[config.mk]
export PLATFORM = sky130hd
export DESIGN_NAME = utf8_display_width_scanner
export DESIGN_NICKNAME = d
export VERILOG_FILES = /design/src/hw/rtl/udws_pkg.sv /design/src/hw/rtl/utf8_display_width_scanner.sv
export SDC_FILE = /design/constraint.sdc
export NUM_CORES = 1
export LEC_CHECK = 0
export ABC_AREA = 1
export BUFFER_PORTS_ARGS = -buffer_cell sky130_fd_sc_hd__buf_2
export CORE_MARGIN = 5
export CORE_UTILIZATION = 40
export CTS_CLUSTER_DIAMETER = 40
export DETAILED_ROUTE_END_ITERATION = 8
export GPL_ROUTABILITY_DRIVEN = 0
export RECOVER_POWER = 25
export SLEW_MARGIN = 20
export SYNTH_ARGS = -nofsm -noshare
export SYNTH_HDL_FRONTEND = slang
export SYNTH_SLANG_ARGS = --single-unit
[constraint.sdc]
create_clock -name clk -period 8.7 [get_ports clk]
set_input_delay 0.435 -clock clk [delete_from_list [all_inputs] [get_ports clk]]
set_output_delay 0.435 -clock clk [all_outputs]
set_load 0.01 [all_outputs]
[src/hw/rtl/udws_pkg.sv]
// Shared widths, byte class constants and the column width table of the scanner.
package udws_pkg;

  localparam int BYTE_W  = 8;
  localparam int CP_W    = 21;
  localparam int CW_W    = 2;
  localparam int INV_W   = 3;
  localparam int CNT_W   = 2;
  localparam int TOTAL_W = 16;

  // Byte classes of UTF-8.
  localparam logic [BYTE_W-1:0] CONT_MASK    = 8'hC0;
  localparam logic [BYTE_W-1:0] CONT_TAG     = 8'h80;
  localparam logic [BYTE_W-1:0] BITS_MASK    = 8'h3F;
  localparam logic [BYTE_W-1:0] ASCII_LIMIT  = 8'h80;
  localparam logic [BYTE_W-1:0] LEAD2_MIN    = 8'hC2;
  localparam logic [BYTE_W-1:0] LEAD3_MIN    = 8'hE0;
  localparam logic [BYTE_W-1:0] LEAD4_MIN    = 8'hF0;
  localparam logic [BYTE_W-1:0] LEAD_BAD_MIN = 8'hF8;
  localparam logic [BYTE_W-1:0] LEAD2_BITS   = 8'h1F;
  localparam logic [BYTE_W-1:0] LEAD3_BITS   = 8'h0F;
  localparam logic [BYTE_W-1:0] LEAD4_BITS   = 8'h07;

  typedef logic [CP_W-1:0] cp_t;
  typedef logic [CW_W-1:0] cw_t;

  // Terminal columns of a codepoint: zero for NUL, two for wide ranges, else one.
  function automatic cw_t col_width(input cp_t c);
    logic wide;
    wide = (c >= 21'h01100 && c <= 21'h0115F) ||
           (c == 21'h02329) || (c == 21'h0232A) ||
           (c >= 21'h02E80 && c <= 21'h0303E) ||
           (c >= 21'h03040 && c <= 21'h033FF) ||
           (c >= 21'h03400 && c <= 21'h04DBF) ||
           (c >= 21'h04E00 && c <= 21'h0A4CF) ||
           (c >= 21'h0A960 && c <= 21'h0A97F) ||
           (c >= 21'h0AC00 && c <= 21'h0D7FF) ||
           (c >= 21'h0F900 && c <= 21'h0FAFF) ||
           (c >= 21'h0FE10 && c <= 21'h0FE1F) ||
           (c >= 21'h0FE30 && c <= 21'h0FE6F) ||
           (c >= 21'h0FF00 && c <= 21'h0FF60) ||
           (c >= 21'h0FFE0 && c <= 21'h0FFE6) ||
           (c >= 21'h1B000 && c <= 21'h1B0FF) ||
           (c >= 21'h1F004 && c <= 21'h1F0CF) ||
           (c >= 21'h1F300 && c <= 21'h1F9FF) ||
           (c >= 21'h20000 && c <= 21'h2FFFD) ||
           (c >= 21'h30000 && c <= 21'h3FFFD);
    if (c == '0) begin
      return 2'd0;
    end else if (wide) begin
      return 2'd2;
    end
    return 2'd1;
  endfunction

endpackage

[src/hw/rtl/utf8_display_width_scanner.sv]
// Streaming UTF-8 decoder that reports each codepoint with its terminal width.
//
// The scanner takes one text byte per transfer and returns exactly one result per
// byte. The byte is captured in an input register at its transfer, decoded against
// the pending-sequence state, and the result is captured in an output register
// once that register is free, and from there it drives the output ports. A new
// byte is accepted in every cycle in which in_stall is low; the decoder state
// (partial codepoint, byte counts and running width) is updated once per byte.
// The running width saturates at 2**WIDTH_BITS - 1, is reported through its
// low 16 bits, and clears after the byte marked as end of text. Invalid, aborted
// and unfinished bytes are counted in the result of the byte that discards them.
module utf8_display_width_scanner
  import udws_pkg::*;
#(
  parameter int WIDTH_BITS = 16
) (
  input  logic               clk,
  input  logic               rst_n,
  input  logic               in_valid,
  output logic               in_stall,
  input  logic [BYTE_W-1:0]  in_data_in,
  input  logic               in_end_of_text,
  output logic               out_valid,
  input  logic               out_stall,
  output logic               out_cp_done,
  output logic [CP_W-1:0]    out_codepoint,
  output logic [CW_W-1:0]    out_char_width,
  output logic [INV_W-1:0]   out_invalid_bytes,
  output logic [TOTAL_W-1:0] out_total_width,
  output logic               out_text_done
);

  localparam int SUM_W = WIDTH_BITS + 1;

  // Input register.
  logic              s1_valid_r;
  logic [BYTE_W-1:0] s1_byte_r;
  logic              s1_last_r;

  // Decoder state.
  logic [CP_W-1:0]       part_r, part_nxt;
  logic [CNT_W-1:0]      need_r, need_nxt;
  logic [CNT_W-1:0]      held_r, held_nxt;
  logic [WIDTH_BITS-1:0] run_r, run_nxt;

  // Output register.
  logic               out_valid_r;
  logic               out_cp_done_r, out_cp_done_nxt;
  logic [CP_W-1:0]    out_codepoint_r, out_codepoint_nxt;
  logic [CW_W-1:0]    out_char_width_r, out_char_width_nxt;
  logic [INV_W-1:0]   out_invalid_bytes_r, out_invalid_bytes_nxt;
  logic [TOTAL_W-1:0] out_total_width_r, out_total_width_nxt;
  logic               out_text_done_r;

  // Decode temporaries.
  logic                          pend;
  logic                          is_cont;
  logic [CP_W-1:0]               shifted;
  logic                          done;
  logic [CP_W-1:0]               cp;
  logic [INV_W-1:0]              inv;
  logic [CW_W-1:0]               cw;
  logic [SUM_W-1:0]              sum;
  logic [WIDTH_BITS-1:0]         run_sum;
  logic [WIDTH_BITS+TOTAL_W-1:0] tw_ext;

  // Handshake: the output register loads when empty or when its transfer completes.
  logic out_load;
  logic s1_adv;
  logic in_take;

  assign out_load = !out_valid_r || !out_stall;
  assign s1_adv   = s1_valid_r && out_load;
  assign in_stall = s1_valid_r && !out_load;
  assign in_take  = in_valid && !in_stall;

  // Decode of the registered byte against the pending sequence.
  always_comb begin
    pend     = (need_r != '0);
    is_cont  = ((s1_byte_r & CONT_MASK) == CONT_TAG);
    shifted  = {part_r[CP_W-7:0], s1_byte_r[5:0] & BITS_MASK[5:0]};
    part_nxt = part_r;
    need_nxt = need_r;
    held_nxt = held_r;
    done     = 1'b0;
    cp       = '0;
    inv      = '0;

    // Continuation of the pending sequence, or its abort.
    if (pend) begin
      if (is_cont) begin
        need_nxt = need_r - 2'd1;
        if (need_r == 2'd1) begin
          done     = 1'b1;
          cp       = shifted;
          part_nxt = '0;
          held_nxt = '0;
        end else begin
          part_nxt = shifted;
          held_nxt = held_r + 2'd1;
        end
      end else begin
        inv      = INV_W'(held_r);
        need_nxt = '0;
        held_nxt = '0;
        part_nxt = '0;
      end
    end

    // Fresh decode as a lead byte.
    if (!(pend && is_cont)) begin
      if (s1_byte_r < ASCII_LIMIT) begin
        done = 1'b1;
        cp   = CP_W'(s1_byte_r);
      end else if (s1_byte_r < LEAD2_MIN) begin
        inv = inv + 3'd1;
      end else if (s1_byte_r < LEAD3_MIN) begin
        part_nxt = CP_W'(s1_byte_r & LEAD2_BITS);
        need_nxt = 2'd1;
        held_nxt = 2'd1;
      end else if (s1_byte_r < LEAD4_MIN) begin
        part_nxt = CP_W'(s1_byte_r & LEAD3_BITS);
        need_nxt = 2'd2;
        held_nxt = 2'd1;
      end else if (s1_byte_r < LEAD_BAD_MIN) begin
        part_nxt = CP_W'(s1_byte_r & LEAD4_BITS);
        need_nxt = 2'd3;
        held_nxt = 2'd1;
      end else begin
        inv = inv + 3'd1;
      end
    end

    // A sequence still open at the end of the text is discarded.
    if (s1_last_r && need_nxt != '0) begin
      inv      = inv + INV_W'(held_nxt);
      need_nxt = '0;
      held_nxt = '0;
      part_nxt = '0;
    end

    // Width and saturating running total.
    cw      = done ? col_width(cp) : '0;
    sum     = {1'b0, run_r} + SUM_W'(cw);
    run_sum = sum[WIDTH_BITS] ? '1 : sum[WIDTH_BITS-1:0];
    run_nxt = s1_last_r ? '0 : run_sum;
    tw_ext  = {{TOTAL_W{1'b0}}, run_sum};

    out_cp_done_nxt       = done;
    out_codepoint_nxt     = cp;
    out_char_width_nxt    = cw;
    out_invalid_bytes_nxt = inv;
    out_total_width_nxt   = tw_ext[TOTAL_W-1:0];
  end

  // Input register and its valid flag.
  always_ff @(posedge clk) begin
    if (!rst_n) begin
      s1_valid_r <= 1'b0;
    end else if (in_take) begin
      s1_valid_r <= 1'b1;
    end else if (s1_adv) begin
      s1_valid_r <= 1'b0;
    end
  end

  always_ff @(posedge clk) begin
    if (in_take) begin
      s1_byte_r <= in_data_in;
      s1_last_r <= in_end_of_text;
    end
  end

  // Decoder state advances once per byte moved into the output register.
  always_ff @(posedge clk) begin
    if (!rst_n) begin
      part_r <= '0;
      need_r <= '0;
      held_r <= '0;
      run_r  <= '0;
    end else if (s1_adv) begin
      part_r <= part_nxt;
      need_r <= need_nxt;
      held_r <= held_nxt;
      run_r  <= run_nxt;
    end
  end

  // Output register valid flag.
  always_ff @(posedge clk) begin
    if (!rst_n) begin
      out_valid_r <= 1'b0;
    end else if (out_load) begin
      out_valid_r <= s1_valid_r;
    end
  end

  // Output register payload.
  always_ff @(posedge clk) begin
    if (s1_adv) begin
      out_cp_done_r       <= out_cp_done_nxt;
      out_codepoint_r     <= out_codepoint_nxt;
      out_char_width_r    <= out_char_width_nxt;
      out_invalid_bytes_r <= out_invalid_bytes_nxt;
      out_total_width_r   <= out_total_width_nxt;
      out_text_done_r     <= s1_last_r;
    end
  end

  assign out_valid         = out_valid_r;
  assign out_cp_done       = out_cp_done_r;
  assign out_codepoint     = out_codepoint_r;
  assign out_char_width    = out_char_width_r;
  assign out_invalid_bytes = out_invalid_bytes_r;
  assign out_total_width   = out_total_width_r;
  assign out_text_done     = out_text_done_r;

endmodule

-- Word level (Yosys, flattened, before mapping)
Index checks and enable logic that the tools add are counted.
- word-level logic and storage cells: 169
- output and inout bits: 46
- flip-flop bits (word level): 96
- bits of input ports: 13
- equal/unequal tests: 4
- $lt $le $gt $ge: 39
- add/subtract/negate cells: 5
- reductions and logical operators: 49
- muxes and demuxes: 58
- operators with widths (operator ; count):
    $mux 21 ; 15
    $le 21x16->1 const B ; 8
    $ge 21x16->1 const B ; 7
    $ge 21x14->1 const B ; 3
    $ge 21x17->1 const B ; 3
    $le 21x17->1 const B ; 3
    $mux 2 ; 25
    $eq 21x14->1 const B ; 2
    $ge 21x18->1 const B ; 2
    $le 21x14->1 const B ; 2
    $le 21x18->1 const B ; 2
    $lt 8x8->1 const B ; 5
    $mux 16 ; 2
    $logic_and 1x1->1 ; 22
    $ge 21x13->1 const B ; 1
    $ge 21x15->1 const B ; 1
    $le 21x13->1 const B ; 1
    $le 21x15->1 const B ; 1
    $logic_not 21->1 ; 1
    $mux 3 ; 7
    $logic_or 1x1->1 ; 19
    $add 16x2->17 ; 1
    $mux 1 ; 9
    $reduce_bool 2->1 ; 3
    7 further kinds ; 10

-- Logic depth before layout (Yosys ltp)
- word-level depth: 33
- gate-level depth with buffers: 33
- depth with buffers taken out: 31

-- Worst setup path before layout
No wires, ideal clock.
- path kind: input to register
- start point: input port out_stall
- end point: register run_r[5]
- setup slack: 4365 ps
- required time: 8630 ps
- arrival time: 4264 ps
- stages on the path: 8
- path buffers: 1
- library setup time: 70 ps
- path through: nand2_1 inv_1 nor2_1 clkinv_1 nor2_2 buf_2 nand2_1 a21oi_1
- longest elaborated chain between the ends: 3
- ends and longest elaborated chain (item ; RTL line ; RTL):
    start, declared ; utf8_display_width_scanner.sv:24 ; input logic out_stall,
    $logic_not 1->1 ; utf8_display_width_scanner.sv:72 ; assign out_load = !out_valid_r || !out_stall;
    $logic_or 1x1->1 ; utf8_display_width_scanner.sv:72 ;
    $logic_and 1x1->1 ; utf8_display_width_scanner.sv:73 ; assign s1_adv = s1_valid_r && out_load;
    via s1_adv ; utf8_display_width_scanner.sv:69 ; logic s1_adv;
    end signal, assigned ; utf8_display_width_scanner.sv:185 ; run_r <= run_nxt;
    end, declared ; utf8_display_width_scanner.sv:44 ; logic [WIDTH_BITS-1:0] run_r, run_nxt;
The timed path passes the listed nets, and every way through them passes these cells.
A chain may end at the register's enable or synchronous reset.

-- Final worst setup path
- start point: register need_r[0]
- end point: register run_r[13]
- longest elaborated chain between the ends: 33
- elaborated cells between the ends (all ways): 93
- classes of those cells: 1 x add/sub; 34 x order compare; 3 x eq/ne; 17 x mux; 38 x reduce/logical
- ends and longest elaborated chain (item ; RTL line ; RTL):
    start, declared ; utf8_display_width_scanner.sv:42 ; logic [CNT_W-1:0] need_r, need_nxt;
    start signal, assigned ; utf8_display_width_scanner.sv:183 ; need_r <= need_nxt;
    $eq 2x1->1 ; utf8_display_width_scanner.sv:93 ; if (need_r == 2'd1) begin
    $mux 21 ; utf8_display_width_scanner.sv:93 ;
    $mux 21 ; utf8_display_width_scanner.sv:91 ; if (is_cont) begin
    $mux 21 ; utf8_display_width_scanner.sv:90 ; if (pend) begin
    $mux 21 ; utf8_display_width_scanner.sv:112 ; if (s1_byte_r < ASCII_LIMIT) begin
    $mux 21 ; utf8_display_width_scanner.sv:111 ; if (!(pend && is_cont)) begin
    $ge 21x13->1 or $le 21x13->1 (tied branches) ; udws_pkg.sv:30 ; wide = (c >= 21'h01100 && c <= 21'h0115F) ||
    $logic_and 1x1->1 ; udws_pkg.sv:30 ;
    [... 19 more ...] ; n/a ;
    $mux 1 ; udws_pkg.sv:48 ; if (c == '0) begin
    $mux 2 ; udws_pkg.sv:53 ; return 2'd1;
    $mux 2 * ; utf8_display_width_scanner.sv:143 ; cw = done ? col_width(cp) : '0;
    via cw[0] ; utf8_display_width_scanner.sv:62 ; logic [CW_W-1:0] cw;
    $add 16x2->17 * ; utf8_display_width_scanner.sv:144 ; sum = {1'b0, run_r} + SUM_W'(cw);
    $mux 16 * ; utf8_display_width_scanner.sv:145 ; run_sum = sum[WIDTH_BITS] ? '1 : sum[WIDTH_BITS-1:0];
    via out_total_width_nxt[13] ; utf8_display_width_scanner.sv:52 ; logic [TOTAL_W-1:0] out_total_width_r, out_total_width_nxt;
    $mux 16 * ; utf8_display_width_scanner.sv:146 ; run_nxt = s1_last_r ? '0 : run_sum;
The timed path passes the listed nets; every way through them passes the cells marked *.

==> run_results.csv <==
group,metric,value,unit
clocking,clk_path_buf_depth,2,
clocking,clkSinkCount,90,
floorplan,core,14400,um2
floorplan,num_io_pins,59,
place,portBuffers,58,
detailed_routing,first_iter_violations,592,
timing,finalSetupViolations,0,
detailed_routing,dr.pass1.iters,6,
synth,synth_edf_count,53,
timing,hold_viol,0,
synth,syn-num-nets,850,
clocking,cts_tree,"done",
finish,syn_to_final_growth,11.7,%
finish,diodes,0,
finish,final_cells,1068,
timing,post-route-min-period,5570,ps
critical_path,required,8970,ps
flow_run,drv_cap,0,
synth,synthCells,829,
detailed_routing,met1_length,7.34,mm
detailed_routing,routed_via_density,5.33,
critical_path,r2r_slack,3130,ps
timing,worst_pin_slew,1250,ps
critical_path,reg2reg_to,"run_r[13]",
global_route,grt_usage,0.205,
place,dp_hpwl,12.5,mm
timing,grt_setup_unrepaired,"no",
timing,slew_headroom,0.168,
clocking,numCtsBuffers,9,
critical_path,r2r-start,"need_r[0]",
power,powerDensity,143,nW/um2
timing,slew_viol_final,0,
place,placedCellCount,1052,
global_route,grt_max_degree,49,
finish,drive_above_1_share,0.0916,
synth,async_flop_share,0,
finish,mostFrequentLayoutCells,"257 x nand2_1, 104 x nor2_1, 101 x inv_1",
detailed_routing,ant_nets,0,
critical_path,crit_fanout,34,
critical_path,arrival,5840,ps
detailed_routing,vias,5690,
synth,avgSynthCellArea,6.97,um2
worst_hold_path,hold_path.class,"input port to flip-flop",
detailed_routing,routed_wl,16.9,mm
finish,final_common_cell,"nand2_1",
critical_path,cp-end-kind,"flip-flop",
clocking,htree_num_levels,3,
worst_hold_path,min_to,"s1_last_r",
clocking,path_clk_slew,70,ps
timing,tns,0,ps
floorplan,start_util,0.402,
run_status,outcome,"finished clean",
synth,yosysSeqAreaShare,0.404,
global_route,grt_pass1_wl,26.8,mm
finish,fin_nets,900,
critical_path,worstSetupStartpointType,"flip-flop",
synth,ys_ff_latch,90,
detailed_routing,wl_met3,1.21,mm
detailed_routing,route.met2.wl,7.56,mm
worst_hold_path,whs_path_depth,1,
clocking,clockRootBuffer,"clkbuf_16",
global_route,grt_overflow,0,
synth,syn-cell-area,5780,um2
synth,synth.top_cell.area_share,0.276,
detailed_routing,wire_per_inst,15.8,um
synth,yosys_warnings,0,
timing,fmax,0.180,GHz
clocking,insertion_delay,360,ps
global_route,antenna_found_initial,0,
floorplan,fp.dieW,130,um
floorplan,die-height,130,um
detailed_routing,top_layer_used,"met4",
timing,clock-skew-final,9.56,ps
synth,synth.largest_area_cell,"edfxtp_1",
floorplan,rows,44,
critical_path,crit_type,"flip-flop to flip-flop",
global_route,grt_pass1_vias,5174,
worst_hold_path,worstHoldStart,"in_end_of_text",
synth,ys_types,50,
floorplan,die_area,16900,um2
clocking,cts_setup_buffers,0,
clocking,hold_buffers,0,
finish,fillCellCount,1504,
critical_path,rr_worst_depth,27,
clocking,ctsResizeCount,0,
detailed_routing,drcViolationCount,0,
synth,synth_ff_type,"edfxtp_1",
power,total_leakage_power,2.80,nW
synth,synth_area_leaders,"edfxtp_1 28%, nand2_1 17%, dfxtp_1 13%",
power,ir_drop,0.0955,mV
timing,post-route-period-util,0.640,
==> cell usage after synthesis (2+ instances only) <==
cell	n
a21o_1	2
a21oi_1	48
buf_2	5
buf_4	2
clkbuf_1	12
clkinv_1	2
dfxtp_1	37
edfxtp_1	53
fa_1	2
ha_1	6
inv_1	100
inv_2	4
nand2_1	257
nand2_2	7
nand2_4	3
nand3_1	58
nand4_1	24
nor2_1	105
nor2_2	8
nor2_8	2
nor3_1	16
nor3_2	5
nor4_1	2
o21ai_0	18
o21ai_1	7
o22ai_1	11
o31ai_1	2
or2_2	4
xnor2_1	3
xor2_1	4
==> cells by family (layout without fill, tap and decap cells) <==
| group | after synthesis | count (layout) | share of synthesized area |
|---|---|---|---|
| compound gates | 101 | 101 | 0.102 |
| simple gates | 496 | 496 | 0.377 |
| buf+inv | 127 | 182 | 0.0867 |
| fa+ha+maj | 8 | 8 | 0.0199 |
| flops | 90 | 90 | 0.404 |
| xor+xnor | 7 | 7 | 0.0106 |
==> metrics by stage <==
step / worst slack [ps] / utilization / hold WS [ps] / total power [mW] / area (um2)
2_1_floorplan: 4370 / - / 445 / 0.533 / 5780
3_3_place_gp: 3290 / 0.433 / 455 / 0.561 / 6210
3_5_place_dp: 3230 / 0.433 / 457 / 0.561 / 6210
4_1_cts: 3240 / 0.452 / 241 / 0.938 / 6490
5_1_grt: 2530 / 0.449 / 243 / 0.968 / 6450
6_report: 3130 / 0.449 / 255 / 0.924 / 6450
==> flip-flops by register name (all words and copies together) (netlist names) <==
| register | cells |
|---|---|
| out_codepoint | 21 |
| out_valid | 1 |
| need_r | 2 |
| out_invalid_bytes | 3 |
| held_r | 2 |
| part_r | 15 |
| s1_last_r | 1 |
| out_text_done | 1 |
| run_r | 16 |
| out_char_width | 2 |
| out_cp_done | 1 |
| s1_byte_r | 8 |
| s1_valid_r | 1 |
| out_total_width | 16 |
==> worst max-delay path, cell delays in order (launching register included) <==
cell     delay (ps)
dfxtp_1         350
inv_1            80
ha_1            330
inv_2           500
nand3_1         540
nor2_1          370
nand3_1         160
nor2_1          190
nand3_1         100
nand2_1          70
nand2_1          50
nand2_1         120
nand3_1         130
nor2_1          110
nand3_1          90
nor3_2          240
ha_1            240
fa_1            190
nand2_1          80
nor3_2          330
nand2_1         120
nor2_1          100
inv_1            60
nor4_1          490
a21oi_1          80
o21ai_1         130
nand2_1          70
a21oi_1         140
==> report_power, final <==
group          internal, mW  switching (mW)  total [mW]
Combinational        0.0198          0.0575      0.0773
Clock                 0.198           0.176       0.374
Sequential            0.464         0.00860       0.473
==> how the worst max path moves through the flow <==
stage / slack (ps) / cells after the start / endpoint / startpoint
3_5_place_dp: 3230 / 27 / run_r[13] / need_r[0]
6_report: 3130 / 27 / run_r[13] / need_r[0]
4_1_cts: 3240 / 26 / run_r[0] / need_r[0]
5_1_grt: 2530 / 27 / run_r[13] / need_r[0]
2_1_floorplan: 4370 / 8 / run_r[5] / out_stall
3_3_place_gp: 3290 / 27 / run_r[13] / need_r[0]
==> per-layer routing <==
layer / global-route usage / vias to the layer above
met1: 0.270 / 2586
met5: 0 / -
met2: 0.321 / 237
li1: - / 2811
met4: 0.106 / 0
met3: 0.0360 / 56
==> area by class of cell <==
class / instances / area, um2 / share of cell area
Sequential cell: 90 / 2330 / 0.362
Multi-Input combinational cell: 612 / 2950 / 0.457
Timing Repair Buffer: 59 / 254 / 0.0394
Clock inverter: 6 / 51.3 / 0.00795
Tap cell: 184 / 230 / 0.0357
Inverter: 107 / 404 / 0.0626
Clock buffer: 10 / 229 / 0.0355
Note: power is estimated with default switching activity, not from simulation.
